**src/sv/rajhs_pkg.sv**
```systemverilog
// Shared types, constants and helper functions for the rover arm jog/home sequencer.
package rajhs_pkg;

  localparam int JOINT_COUNT = 4;

  localparam int J_BASE     = 0;
  localparam int J_SHOULDER = 1;
  localparam int J_ELBOW    = 2;
  localparam int J_WRIST    = 3;

  // Homing interlock and target constants, in degrees.
  localparam int SHOULDER_STRAIN   = 55;
  localparam int WRIST_PARK        = -40;
  localparam int SHOULDER_OFFSET   = 30;
  localparam int ELBOW_SHOULDER_MIN = 20;
  localparam int WRIST_SHOULDER_MIN = 50;

  // Configuration reset values.
  localparam logic [10:0] DRIVE_STEP_RST  = 11'd100;
  localparam logic [11:0] DRIVE_LIMIT_RST = 12'd2000;
  localparam logic [3:0]  STEER_STEP_RST  = 4'd3;
  localparam logic [7:0]  ANGLE_LIMIT_RST = 8'd180;

  localparam int CFG_IDX_W  = 2;
  localparam int CFG_DATA_W = 12;

  typedef enum logic [CFG_IDX_W-1:0] {
    CFG_DRIVE_STEP  = 2'd0,
    CFG_DRIVE_LIMIT = 2'd1,
    CFG_STEER_STEP  = 2'd2,
    CFG_ANGLE_LIMIT = 2'd3
  } cfg_reg_e;

  typedef struct packed {
    logic [10:0] drive_step;
    logic [11:0] drive_limit;
    logic [3:0]  steer_step;
    logic [7:0]  angle_limit;
  } cfg_t;

  // Stored angles reach +/-255 when the limit is set that high; they carry
  // one bit more than the 9-bit result fields.
  typedef logic signed [9:0]  angle_t;
  typedef logic signed [10:0] angle_sum_t;
  typedef logic signed [12:0] drive_t;
  typedef logic signed [13:0] drive_sum_t;

  function automatic angle_t clamp_angle(angle_sum_t v, logic [7:0] lim);
    angle_sum_t l;
    angle_sum_t nl;
    l  = {3'b000, lim};
    nl = -l;
    if (v > l) begin
      return l[9:0];
    end else if (v < nl) begin
      return nl[9:0];
    end
    return v[9:0];
  endfunction

  function automatic drive_t clamp_drive(drive_sum_t v, logic [11:0] lim);
    drive_sum_t l;
    drive_sum_t nl;
    l  = {2'b00, lim};
    nl = -l;
    if (v > l) begin
      return l[12:0];
    end else if (v < nl) begin
      return nl[12:0];
    end
    return v[12:0];
  endfunction

endpackage

```
**src/sv/rajhs_tick_if.sv**
```systemverilog
// Request channel carrying one control tick of operator buttons.
interface rajhs_tick_if;
  logic       valid;
  logic       ready;
  logic [7:0] arm_buttons;
  logic       home_held;
  logic       vacuum_press;
  logic [2:0] steer_buttons;
  logic [2:0] drive_buttons;

  modport source (output valid, arm_buttons, home_held, vacuum_press, steer_buttons,
                  drive_buttons, input ready);
  modport sink (input valid, arm_buttons, home_held, vacuum_press, steer_buttons,
                drive_buttons, output ready);
endinterface

```
**src/sv/rajhs_result_if.sv**
```systemverilog
// Request channel carrying the servo, vacuum and drive commands of one tick.
interface rajhs_result_if;
  logic              valid;
  logic              ready;
  logic signed [8:0] base_angle;
  logic signed [8:0] shoulder_angle;
  logic signed [8:0] elbow_angle;
  logic signed [8:0] wrist_angle;
  logic              vacuum_on;
  logic signed [8:0] steer_angle;
  logic signed [12:0] drive_level;
  logic              arm_changed;
  logic              vacuum_changed;
  logic              steer_changed;
  logic              drive_changed;

  modport source (output valid, base_angle, shoulder_angle, elbow_angle, wrist_angle,
                  vacuum_on, steer_angle, drive_level, arm_changed, vacuum_changed,
                  steer_changed, drive_changed, input ready);
  modport sink (input valid, base_angle, shoulder_angle, elbow_angle, wrist_angle,
                vacuum_on, steer_angle, drive_level, arm_changed, vacuum_changed,
                steer_changed, drive_changed, output ready);
endinterface

```
**src/sv/rover_arm_jog_home_sequencer_top.sv**
```systemverilog
// Top level of the rover arm jog/home sequencer.
//
// Each request on the tick channel is one control tick: held arm jog buttons,
// the return-home button, a one-shot vacuum toggle, steering and drive buttons.
// For every tick the block returns exactly one request on the result channel
// with the four joint angles, vacuum state, steering angle and drive level as
// they stand after the tick, plus one flag per group that acted this tick.
//
// A tick is captured in an input register; from there the homing pass,
// jogging, vacuum, steering and drive logic run as one short combinational
// path into the result register and the state registers. The result is offered
// from the result register once its tick has moved out of the input register.
// One tick is taken in every cycle while the receiver keeps up: the only
// feedback is the state register loop through that single stage.
//
// When the receiver stalls, the result register holds and the input register
// still takes one more tick; after that ready drops until the result moves.
// Reset (synchronous, active high) empties both registers, zeroes the joints,
// vacuum, steering and drive, and restores the default steps and limits.
module rover_arm_jog_home_sequencer_top import rajhs_pkg::*; (
  input  logic                  clk,
  input  logic                  rst,
  input  logic                  cfg_wr_en,
  input  logic [CFG_IDX_W-1:0]  cfg_index,
  input  logic [CFG_DATA_W-1:0] cfg_data,
  rajhs_tick_if.sink            tick,
  rajhs_result_if.source        result
);

  // The core holds the configuration registers, the input register, the
  // per-tick logic and the result register.
  rajhs_top u_core (
    .clk       (clk),
    .rst       (rst),
    .cfg_wr_en (cfg_wr_en),
    .cfg_index (cfg_index),
    .cfg_data  (cfg_data),
    .tick      (tick),
    .result    (result)
  );

  // Reset leaves the result channel empty and the tick channel ready.
  assert property (@(posedge clk)
    rst |=> (!result.valid && tick.ready))
    else $error("block not empty after reset");

  // A stalled result stays offered and unchanged until it is taken.
  assert property (@(posedge clk) disable iff (rst)
    (result.valid && !result.ready) |=>
      (result.valid && $stable(result.base_angle) && $stable(result.shoulder_angle) &&
       $stable(result.elbow_angle) && $stable(result.wrist_angle) &&
       $stable(result.vacuum_on) && $stable(result.steer_angle) &&
       $stable(result.drive_level)))
    else $error("stalled result changed or dropped");

  // With the result register empty, a tick is always taken.
  assert property (@(posedge clk) disable iff (rst)
    !result.valid |-> tick.ready)
    else $error("tick channel stalled with no result waiting");

endmodule

```
**src/sv/rajhs_cfg.sv**
```systemverilog
// Configuration register file for step sizes and saturation limits.
module rajhs_cfg import rajhs_pkg::*; (
  input  logic                  clk,
  input  logic                  rst,
  input  logic                  wr_en,
  input  logic [CFG_IDX_W-1:0]  index,
  input  logic [CFG_DATA_W-1:0] data,
  output cfg_t                  cfg
);

  always_ff @(posedge clk) begin
    if (rst) begin
      cfg.drive_step  <= DRIVE_STEP_RST;
      cfg.drive_limit <= DRIVE_LIMIT_RST;
      cfg.steer_step  <= STEER_STEP_RST;
      cfg.angle_limit <= ANGLE_LIMIT_RST;
    end else if (wr_en) begin
      case (cfg_reg_e'(index))
        CFG_DRIVE_STEP:  cfg.drive_step  <= data[10:0];
        CFG_DRIVE_LIMIT: cfg.drive_limit <= data[11:0];
        CFG_STEER_STEP:  cfg.steer_step  <= data[3:0];
        CFG_ANGLE_LIMIT: cfg.angle_limit <= data[7:0];
        default: ;
      endcase
    end
  end

endmodule

```
**src/sv/rajhs_home.sv**
```systemverilog
// One homing pass over the four joints, each seeing the joints updated before it.
module rajhs_home import rajhs_pkg::*; (
  input  angle_t     joints_in  [JOINT_COUNT],
  input  logic [7:0] angle_limit,
  output angle_t     joints_out [JOINT_COUNT]
);

  angle_t     a [JOINT_COUNT];
  angle_sum_t target;
  angle_sum_t delta;
  logic       strain;

  always_comb begin
    a      = joints_in;
    target = '0;
    delta  = '0;
    strain = 1'b0;
    for (int j = 0; j < JOINT_COUNT; j++) begin
      // While the shoulder is high and the wrist is not parked, only the wrist moves.
      strain = (a[J_SHOULDER] > SHOULDER_STRAIN) && (a[J_WRIST] != WRIST_PARK);
      if (!strain || j == J_WRIST) begin
        target = '0;
        if (j == J_SHOULDER && a[J_BASE] != 0) begin
          target = 11'(SHOULDER_OFFSET);
        end else if (j == J_ELBOW &&
                     (a[J_BASE] != 0 || a[J_SHOULDER] > ELBOW_SHOULDER_MIN)) begin
          target = {a[J_SHOULDER][9], a[J_SHOULDER]} + 11'(SHOULDER_OFFSET);
        end else if (j == J_WRIST && a[J_SHOULDER] > WRIST_SHOULDER_MIN) begin
          target = 11'(WRIST_PARK);
        end
        if ($signed({a[j][9], a[j]}) < target) begin
          delta = 11'sd1;
        end else if ($signed({a[j][9], a[j]}) > target) begin
          delta = -11'sd1;
        end else begin
          delta = '0;
        end
        // Base and wrist take double steps except next to zero.
        if ((j == J_BASE || j == J_WRIST) && a[j] != 1 && a[j] != -1) begin
          delta = delta <<< 1;
        end
        a[j] = clamp_angle({a[j][9], a[j]} + delta, angle_limit);
      end
    end
    joints_out = a;
  end

endmodule

```
**src/sv/rajhs_top.sv**
```systemverilog
// Core of the rover arm jog/home sequencer: input register, tick logic and result register.
module rajhs_top import rajhs_pkg::*; (
  input  logic                  clk,
  input  logic                  rst,
  input  logic                  cfg_wr_en,
  input  logic [CFG_IDX_W-1:0]  cfg_index,
  input  logic [CFG_DATA_W-1:0] cfg_data,
  rajhs_tick_if.sink            tick,
  rajhs_result_if.source        result
);

  cfg_t cfg;

  rajhs_cfg u_cfg (
    .clk   (clk),
    .rst   (rst),
    .wr_en (cfg_wr_en),
    .index (cfg_index),
    .data  (cfg_data),
    .cfg   (cfg)
  );

  // Input register.
  logic       in_valid;
  logic [7:0] in_arm;
  logic       in_home;
  logic       in_vac;
  logic [2:0] in_steer;
  logic [2:0] in_drive;

  // Result register handshake.
  logic out_valid;
  logic advance;
  logic load;

  assign advance    = !out_valid || result.ready;
  assign load       = in_valid && advance;
  assign tick.ready = !in_valid || advance;

  always_ff @(posedge clk) begin
    if (rst) begin
      in_valid <= 1'b0;
    end else if (tick.ready) begin
      in_valid <= tick.valid;
    end
  end

  always_ff @(posedge clk) begin
    if (tick.valid && tick.ready) begin
      in_arm   <= tick.arm_buttons;
      in_home  <= tick.home_held;
      in_vac   <= tick.vacuum_press;
      in_steer <= tick.steer_buttons;
      in_drive <= tick.drive_buttons;
    end
  end

  // Block state, updated once per tick as the tick moves into the result register.
  angle_t joints [JOINT_COUNT];
  logic   vacuum;
  angle_t steer_pos;
  drive_t drive_pos;

  angle_t homed [JOINT_COUNT];
  angle_t joints_next [JOINT_COUNT];
  logic   vacuum_next;
  angle_t steer_next;
  drive_t drive_next;
  logic   arm_chg;
  logic   steer_chg;
  logic   drive_chg;

  rajhs_home u_home (
    .joints_in   (joints),
    .angle_limit (cfg.angle_limit),
    .joints_out  (homed)
  );

  always_comb begin
    // Homing runs first, then the jog buttons act on what homing left.
    for (int j = 0; j < JOINT_COUNT; j++) begin
      joints_next[j] = in_home ? homed[j] : joints[j];
    end
    arm_chg = in_home;
    for (int j = 0; j < JOINT_COUNT; j++) begin
      if (in_arm[2*j]) begin
        joints_next[j] = clamp_angle({joints_next[j][9], joints_next[j]} + 11'sd1,
                                     cfg.angle_limit);
        arm_chg = 1'b1;
      end else if (in_arm[2*j+1]) begin
        joints_next[j] = clamp_angle({joints_next[j][9], joints_next[j]} - 11'sd1,
                                     cfg.angle_limit);
        arm_chg = 1'b1;
      end
    end

    vacuum_next = vacuum ^ in_vac;

    // Steering: up wins over down, and centre overrides either.
    steer_next = steer_pos;
    steer_chg  = 1'b0;
    if (in_steer[0]) begin
      steer_next = clamp_angle({steer_pos[9], steer_pos} + {7'b0, cfg.steer_step},
                               cfg.angle_limit);
      steer_chg  = 1'b1;
    end else if (in_steer[1]) begin
      steer_next = clamp_angle({steer_pos[9], steer_pos} - {7'b0, cfg.steer_step},
                               cfg.angle_limit);
      steer_chg  = 1'b1;
    end
    if (in_steer[2]) begin
      steer_next = '0;
      steer_chg  = 1'b1;
    end

    // Drive: forward wins over back, and stop overrides either.
    drive_next = drive_pos;
    drive_chg  = 1'b0;
    if (in_drive[0]) begin
      drive_next = clamp_drive({drive_pos[12], drive_pos} + {3'b0, cfg.drive_step},
                               cfg.drive_limit);
      drive_chg  = 1'b1;
    end else if (in_drive[1]) begin
      drive_next = clamp_drive({drive_pos[12], drive_pos} - {3'b0, cfg.drive_step},
                               cfg.drive_limit);
      drive_chg  = 1'b1;
    end
    if (in_drive[2]) begin
      drive_next = '0;
      drive_chg  = 1'b1;
    end
  end

  always_ff @(posedge clk) begin
    if (rst) begin
      for (int j = 0; j < JOINT_COUNT; j++) begin
        joints[j] <= '0;
      end
      vacuum    <= 1'b0;
      steer_pos <= '0;
      drive_pos <= '0;
    end else if (load) begin
      joints    <= joints_next;
      vacuum    <= vacuum_next;
      steer_pos <= steer_next;
      drive_pos <= drive_next;
    end
  end

  // Result register.
  always_ff @(posedge clk) begin
    if (rst) begin
      out_valid <= 1'b0;
    end else if (advance) begin
      out_valid <= in_valid;
    end
  end

  always_ff @(posedge clk) begin
    if (load) begin
      result.base_angle     <= joints_next[J_BASE][8:0];
      result.shoulder_angle <= joints_next[J_SHOULDER][8:0];
      result.elbow_angle    <= joints_next[J_ELBOW][8:0];
      result.wrist_angle    <= joints_next[J_WRIST][8:0];
      result.vacuum_on      <= vacuum_next;
      result.steer_angle    <= steer_next[8:0];
      result.drive_level    <= drive_next;
      result.arm_changed    <= arm_chg;
      result.vacuum_changed <= in_vac;
      result.steer_changed  <= steer_chg;
      result.drive_changed  <= drive_chg;
    end
  end

  assign result.valid = out_valid;

endmodule

```
**src/flat_wrapper.sv**
```systemverilog
// flat-port wrapper written by rule: the top's interface ports become plain ports
module rover_arm_jog_home_sequencer_top_flat import rajhs_pkg::*;
  (clk, rst, cfg_wr_en, cfg_index, cfg_data, tick_valid, tick_arm_buttons, tick_home_held, tick_vacuum_press, tick_steer_buttons, tick_drive_buttons, tick_ready, result_valid, result_base_angle, result_shoulder_angle, result_elbow_angle, result_wrist_angle, result_vacuum_on, result_steer_angle, result_drive_level, result_arm_changed, result_vacuum_changed, result_steer_changed, result_drive_changed, result_ready);
  rajhs_tick_if tick_i ();
  rajhs_result_if result_i ();
  input  logic clk;
  input  logic rst;
  input  logic cfg_wr_en;
  input  logic [CFG_IDX_W-1:0] cfg_index;
  input  logic [CFG_DATA_W-1:0] cfg_data;
  input wire logic [$bits(tick_i.valid)-1:0] tick_valid;
  input wire logic [$bits(tick_i.arm_buttons)-1:0] tick_arm_buttons;
  input wire logic [$bits(tick_i.home_held)-1:0] tick_home_held;
  input wire logic [$bits(tick_i.vacuum_press)-1:0] tick_vacuum_press;
  input wire logic [$bits(tick_i.steer_buttons)-1:0] tick_steer_buttons;
  input wire logic [$bits(tick_i.drive_buttons)-1:0] tick_drive_buttons;
  output wire logic [$bits(tick_i.ready)-1:0] tick_ready;
  output wire logic [$bits(result_i.valid)-1:0] result_valid;
  output wire logic [$bits(result_i.base_angle)-1:0] result_base_angle;
  output wire logic [$bits(result_i.shoulder_angle)-1:0] result_shoulder_angle;
  output wire logic [$bits(result_i.elbow_angle)-1:0] result_elbow_angle;
  output wire logic [$bits(result_i.wrist_angle)-1:0] result_wrist_angle;
  output wire logic [$bits(result_i.vacuum_on)-1:0] result_vacuum_on;
  output wire logic [$bits(result_i.steer_angle)-1:0] result_steer_angle;
  output wire logic [$bits(result_i.drive_level)-1:0] result_drive_level;
  output wire logic [$bits(result_i.arm_changed)-1:0] result_arm_changed;
  output wire logic [$bits(result_i.vacuum_changed)-1:0] result_vacuum_changed;
  output wire logic [$bits(result_i.steer_changed)-1:0] result_steer_changed;
  output wire logic [$bits(result_i.drive_changed)-1:0] result_drive_changed;
  input wire logic [$bits(result_i.ready)-1:0] result_ready;
  assign tick_i.valid = tick_valid;
  assign tick_i.arm_buttons = tick_arm_buttons;
  assign tick_i.home_held = tick_home_held;
  assign tick_i.vacuum_press = tick_vacuum_press;
  assign tick_i.steer_buttons = tick_steer_buttons;
  assign tick_i.drive_buttons = tick_drive_buttons;
  assign tick_ready = tick_i.ready;
  assign result_valid = result_i.valid;
  assign result_base_angle = result_i.base_angle;
  assign result_shoulder_angle = result_i.shoulder_angle;
  assign result_elbow_angle = result_i.elbow_angle;
  assign result_wrist_angle = result_i.wrist_angle;
  assign result_vacuum_on = result_i.vacuum_on;
  assign result_steer_angle = result_i.steer_angle;
  assign result_drive_level = result_i.drive_level;
  assign result_arm_changed = result_i.arm_changed;
  assign result_vacuum_changed = result_i.vacuum_changed;
  assign result_steer_changed = result_i.steer_changed;
  assign result_drive_changed = result_i.drive_changed;
  assign result_i.ready = result_ready;
  rover_arm_jog_home_sequencer_top u_core (.clk(clk), .rst(rst), .cfg_wr_en(cfg_wr_en), .cfg_index(cfg_index), .cfg_data(cfg_data), .tick(tick_i), .result(result_i));
endmodule
```
**config.mk**
```make
export PLATFORM = sky130hd
export DESIGN_NAME = rover_arm_jog_home_sequencer_top_flat
export DESIGN_NICKNAME = d
export VERILOG_FILES = /design/src/sv/rajhs_pkg.sv /design/src/sv/rajhs_tick_if.sv /design/src/sv/rajhs_result_if.sv /design/src/sv/rover_arm_jog_home_sequencer_top.sv /design/src/sv/rajhs_cfg.sv /design/src/sv/rajhs_home.sv /design/src/sv/rajhs_top.sv /design/src/flat_wrapper.sv
export SDC_FILE = /design/constraint.sdc
export NUM_CORES = 1
export LEC_CHECK = 0
export BUFFER_PORTS_ARGS = -buffer_cell sky130_fd_sc_hd__buf_2
export CORE_AREA = 5 5 227 229
export CTS_BUF_LIST = sky130_fd_sc_hd__clkbuf_8
export DETAILED_ROUTE_END_ITERATION = 12
export DIE_AREA = 0 0 232 234
export MAX_ROUTING_LAYER = met4
export PLACE_DENSITY = 0.73
export SLEW_MARGIN = 20
export SYNTH_ARGS = -nofsm -noshare
export SYNTH_HDL_FRONTEND = slang
export SYNTH_HIERARCHICAL = 1
export SYNTH_SLANG_ARGS = --single-unit
```
**constraint.sdc**
```tcl
create_clock -name clk -period 60.2 [get_ports clk]
set_input_delay 0 -clock clk [delete_from_list [all_inputs] [get_ports clk]]
set_output_delay 0 -clock clk [all_outputs]
set_load 0.02 [all_outputs]
```
# Word-level counts from Yosys, hierarchy flattened
# Cells that the tools add are included.
totals:
  regBits: 180
  out_inout_bits: 65
  elab_cells: 266
  inputBits: 35
op_classes:
  bitwise_logic: 1
  muxes: 142
  order_cmp: 44
  reduce_logical: 22
  n_eq_ne: 8
  addsub: 19
ops:
  columns: ["op", "n"]
  rows:
  - ["$mux 10", 60]
  - ["$mux 11", 17]
  - ["$gt 11x9->1", 14]
  - ["$lt 11x11->1", 14]
  - ["$mux 13", 9]
  - ["$mux 1", 55]
  - ["$add 10x2->11 const B", 4]
  - ["$add 11x11->11", 4]
  - ["$sub 10x2->11 const B", 4]
  - ["$gt 10x11->1", 3]
  - ["$lt 10x11->1", 3]
  - ["$reduce_bool 32->1", 1]
  - ["$gt 10x7->1 const B", 3]
  - ["$gt 14x13->1", 2]
  - ["$lt 14x14->1", 2]
  - ["$ne 10x1->1 const B", 2]
  - ["$ne 10x2->1 const B", 2]
  - ["$add 13x12->14", 1]
  - ["$neg 12->14", 1]
  - ["$sub 13x12->14", 1]
  - ["$add 10x5->11", 1]
  - ["$add 10x6->11 const B", 1]
  - ["$neg 8->11", 1]
  - ["$sub 10x5->11", 1]
  - ["16 further kinds", 30]

# Longest topological paths before layout
logic_depth:
  word_depth: 51
  depth_mapped: 104
  mapped_depth_nobuf: 99

# Cells and area by module
# The synthesis kept the hierarchy.
modules_own_cells:
  columns: ["module", "instances", "cells_per_inst", "area_each_um2", "seq_area_each_um2"]
  rows:
  - ["rajhs_top", 1, 2402, 19178.4, 3693.5]
  - ["rajhs_home", 1, 827, 6124.6, 0.0]
  - ["rajhs_cfg", 1, 145, 1447.6, 700.7]

# Worst setup path after synthesis
# Ideal clock, no wire load.
synth_path:
  path_kind: "register to register"
  from: "register u_core/u_core/joints[36] (netlist bit)"
  to: "register u_core/u_core/joints[16] (netlist bit)"
  setup_time_ns: 0.244
  t_arrival_ns: 18.871
  path_stages_with_launch: 92
  required_ns: 59.956
  path_buffers: 5
  slack_ns: 41.085
  cell_sequence: "dfxtp_1 > clkbuf_1 > nor3_1 > nand3_1 > nor3_1 > a31oi_1 > ha_1 > a21o_1 > and2_1 > nor3_1 > a31oi_1 > inv_1 > fa_1 > clkbuf_1 > nand4b_1 > a21boi_0 > o41ai_4 > ha_1 > (+56 left out) > clkbuf_1 > mux2i_1 > o21ai_0 > mux2_4 > mux2i_2 > o211a_1 > nand2_1 > o31a_1 > inv_2 > ha_1 > or3b_2 > or2_2 > o21ai_1 > a21oi_1 > a21oi_1 > nor2_1 > o21ai_0 > a31oi_1"
synth_rtl:
  columns: ["item", "line", "source"]
  rows:
  - ["start: declaration", "rajhs_top.sv:59", "angle_t joints [JOINT_COUNT];"]
  - ["start signal: assignment", "rajhs_top.sv:143", "joints <= joints_next;"]

==> reports/summary.txt <==
Status: completed
Main combinational cell family by area after synthesis: compound AO/OA/AOI/OAI gates
Via density: 6.898
Post-synthesis cell count: 3374
Distinct cell type count after synthesis: 126
Die Area: 54290 µm²
WL/cell: 25.95 µm
Top-area cell type share of the netlist area: 18.43%
Final wirelength: 107.0 mm
RSZ-0062 raised after global routing: false
Post-place instance area: 27880 µm²
Port Buffers: 99
Max-slew headroom: 21.33%
Largest net degree at the start of global routing: 84
EDFF count, synth: 79
Syn_area_per_cell: 7.928 µm²
GRT Total Usage: 38.99%
Hold Path Class: in -> reg
CTS hold repair buffers: 39
Ys flop type: dfxtp_1
Fraction of registers with async set/reset: 0%
CP max FO: 21
Number of max-cap violations: 0
Via count: 28449
First-pass GRT wire length: 159.8 mm
Remaining antenna violation count: 0
Fin. max-slew vios: 0
Total CTS buffers: 17
Synth Warn #: 6
Starting density of the core: 54.09%
Sequential fraction of the synthesis area: 16.43%
Row count: 82
Vias in the first global route: 26782
Worst-margin pin slew: 1176 ps
Final hold vios: 0
Startpoint Class: flop
Placer Congestion: 1.083
Crit path DAT: 22600 ps
Fin area: 28720 µm²
Clock Skew: 36.30 ps
DRT iter0 DRCs: 3536
Synth Area in Simple Gates: 21.96%
Tcrit/Tclk final: 36.98%
Origin of the worst setup path: u_core/u_core/joints[32]
Hold Crit Start: tick_arm_buttons[4]
Final setup vio count: 0
Final critical-path required period: 22260 ps
Clk buf depth: 2
Core box area: 49450 µm²
IO Pins: 100
Fraction of layout cells with a size suffix above 1: 10.14%
Synth top area cells: ha_1 18%, edfxtp_1 8.9%, dfxtp_1 7.6%
Die height: 234 µm
Total gr overflow: 0
Compound-cell area share of the yosys netlist: 25.63%
TNS Setup: 0 ps
Post-CTS resize count: 0
CTS tree: yes
# H-tree levels: 4
Post-synthesis adder-cell area fraction: 19.03%
Number of synthesized register bits: 180
R2r startpoint: u_core/u_core/joints[32]
CTS Root Cell: clkbuf_8
Reg clk slew, reported paths: 130 ps
Worst skew pair latency: 580 ps
XOR/XNOR share of the synthesized area: 4.420%
Clock sink total: 180
DRC Markers: 0
Critical path's largest stage delay: 950 ps
Crit end category: flop
# nets final: 3874
Post-detail-place hpwl: 79.83 mm
Synth Cell Area: 26750 µm²
Initial antenna violation count: 1
Slowest-stage cell, CP: a311oi_2
Cell taking the most area after synthesis: ha_1
Setup CP Type: reg -> reg
Post-synthesis mux area share: 7.362%
DRT Pass-1 Iters: 6
Worst endpoint required time: 60540 ps
P&R area growth vs syn: 7.362%
Critical path's most frequent cell: ha_1
Max Freq: 0.04492 GHz
Hold WS: 132.3 ps
Die width: 232 µm
# Post-CTS Setup Buffers: 0
worst paths after layout:
path	endpoint	slack (ps)	depth (start not counted)
max	u_core/u_core/result.elbow_angle[6]	37940	91
min reg2reg	u_core/u_core/u_cfg/cfg[11]	530	2
max reg2reg	u_core/u_core/result.elbow_angle[6]	37940	91
min	u_core/u_core/in_arm[4]	130	2
placed cells by master (no fill, tap or decap), types with 35 or more instances in the layout:
cell type and count:
ha_1 394, nor2_1 301, nand2_1 237, a21oi_1 219, o21ai_0 186, inv_1 159, mux2i_1 138, nand3_1 114
dfxtp_1 101, buf_2 99, xnor2_1 99, nor3_1 96, edfxtp_1 79, nand2b_1 77, buf_4 66, o21a_1 63
nand4_1 59, o211ai_1 53, a211oi_1 49, nor2b_1 45, dlygate4sd3_1 39, mux2_2 38, a31oi_1 36, xor2_1 36
and3_1 35
cell usage after synthesis (all sizes together) (22+ instances only):
| master | instances |
|---|---|
| a211oi | 57 |
| nor4 | 22 |
| clkbuf | 114 |
| xnor2 | 99 |
| nand4 | 59 |
| nor2b | 45 |
| edfxtp | 79 |
| mux2 | 48 |
| o22ai | 34 |
| nand2b | 78 |
| o21a | 63 |
| o21ai | 197 |
| a31oi | 39 |
| or3 | 34 |
| and3 | 35 |
| nand2 | 238 |
| nor2 | 302 |
| mux2i | 139 |
| o31ai | 30 |
| xor2 | 36 |
| a21oi | 226 |
| a21o | 33 |
| o211ai | 57 |
| and2 | 25 |
| nand3 | 115 |
| ha | 394 |
| inv | 165 |
| buf | 47 |
| nor3 | 98 |
| dfxtp | 101 |
final cells by class:
type,count,area [µm²]
Inverter,169,638.1
Antenna cell,2,5.005
Sequential cell,180,4394
Timing Repair Buffer,204,1381
Multi-Input combinational cell,2865,21020
Tap cell,672,840.8
Clock buffer,17,234.0
Fill cell,4682,20730
Clock inverter,15,205.2
kinds of logic (layout without fill, tap and decap cells):
| family | count (synthesis) | in the layout |
|---|---|---|
| buffers and inverters | 330 | 405 |
| XOR/XNOR | 135 | 135 |
| other | 1 | 4 |
| AND/OR/NAND/NOR | 1155 | 1155 |
| adder cells (fa/ha/maj) | 402 | 402 |
| AO/OA/AOI/OAI | 984 | 984 |
| multiplexers | 187 | 187 |
| flip-flops | 180 | 180 |
registers in the layout, indices dropped and copies added (netlist names), 3 cells and up:
register,count
u_core/u_core/result.drive_level,13
u_core/u_core/result.steer_angle,9
u_core/u_core/result.wrist_angle,9
u_core/u_core/in_steer,3
u_core/u_core/in_arm,8
u_core/u_core/result.base_angle,9
u_core/u_core/result.shoulder_angle,9
u_core/u_core/result.elbow_angle,9
u_core/u_core/steer_pos,10
u_core/u_core/joints,40
u_core/u_core/in_drive,3
u_core/u_core/u_cfg/cfg,35
u_core/u_core/drive_pos,13
stage by stage:
| stage | std cells | util [%] | setup WS (ps) |
|---|---|---|---|
| after detailed placement | 4051 | 56.38 | 38440 |
| final | 4124 | 58.08 | 37940 |
| after CTS | 4122 | 58.06 | 38400 |
| after floorplan | 3375 | - | 41080 |
| after global routing | 4123 | 58.07 | 36640 |
| after global placement | 4051 | 56.38 | 38800 |
metal layers:
| layer | track usage [%] | up-vias | part of all wire (%) |
|---|---|---|---|
| met4 | 22.77 | 0 | 7.2 |
| met1 | 48.19 | 13421 | 40 |
| met2 | 60.61 | 1736 | 44 |
| li1 | - | 12845 | - |
| met5 | - | - | 0 |
| met3 | 6.151 | 447 | 9.5 |
critical path, delay by kind of cell (launching register included):
family | cells | cell delay (ps)
AND/OR/NAND/NOR | 25 | 5390
buffers and inverters | 8 | 1170
flip-flops | 1 | 810
multiplexers | 4 | 1090
adder cells (fa/ha/maj) | 11 | 3480
AO/OA/AOI/OAI | 43 | 10060
Power is not shown: default switching activity piles up to over one toggle a cycle in this logic, so the estimate is an artifact.
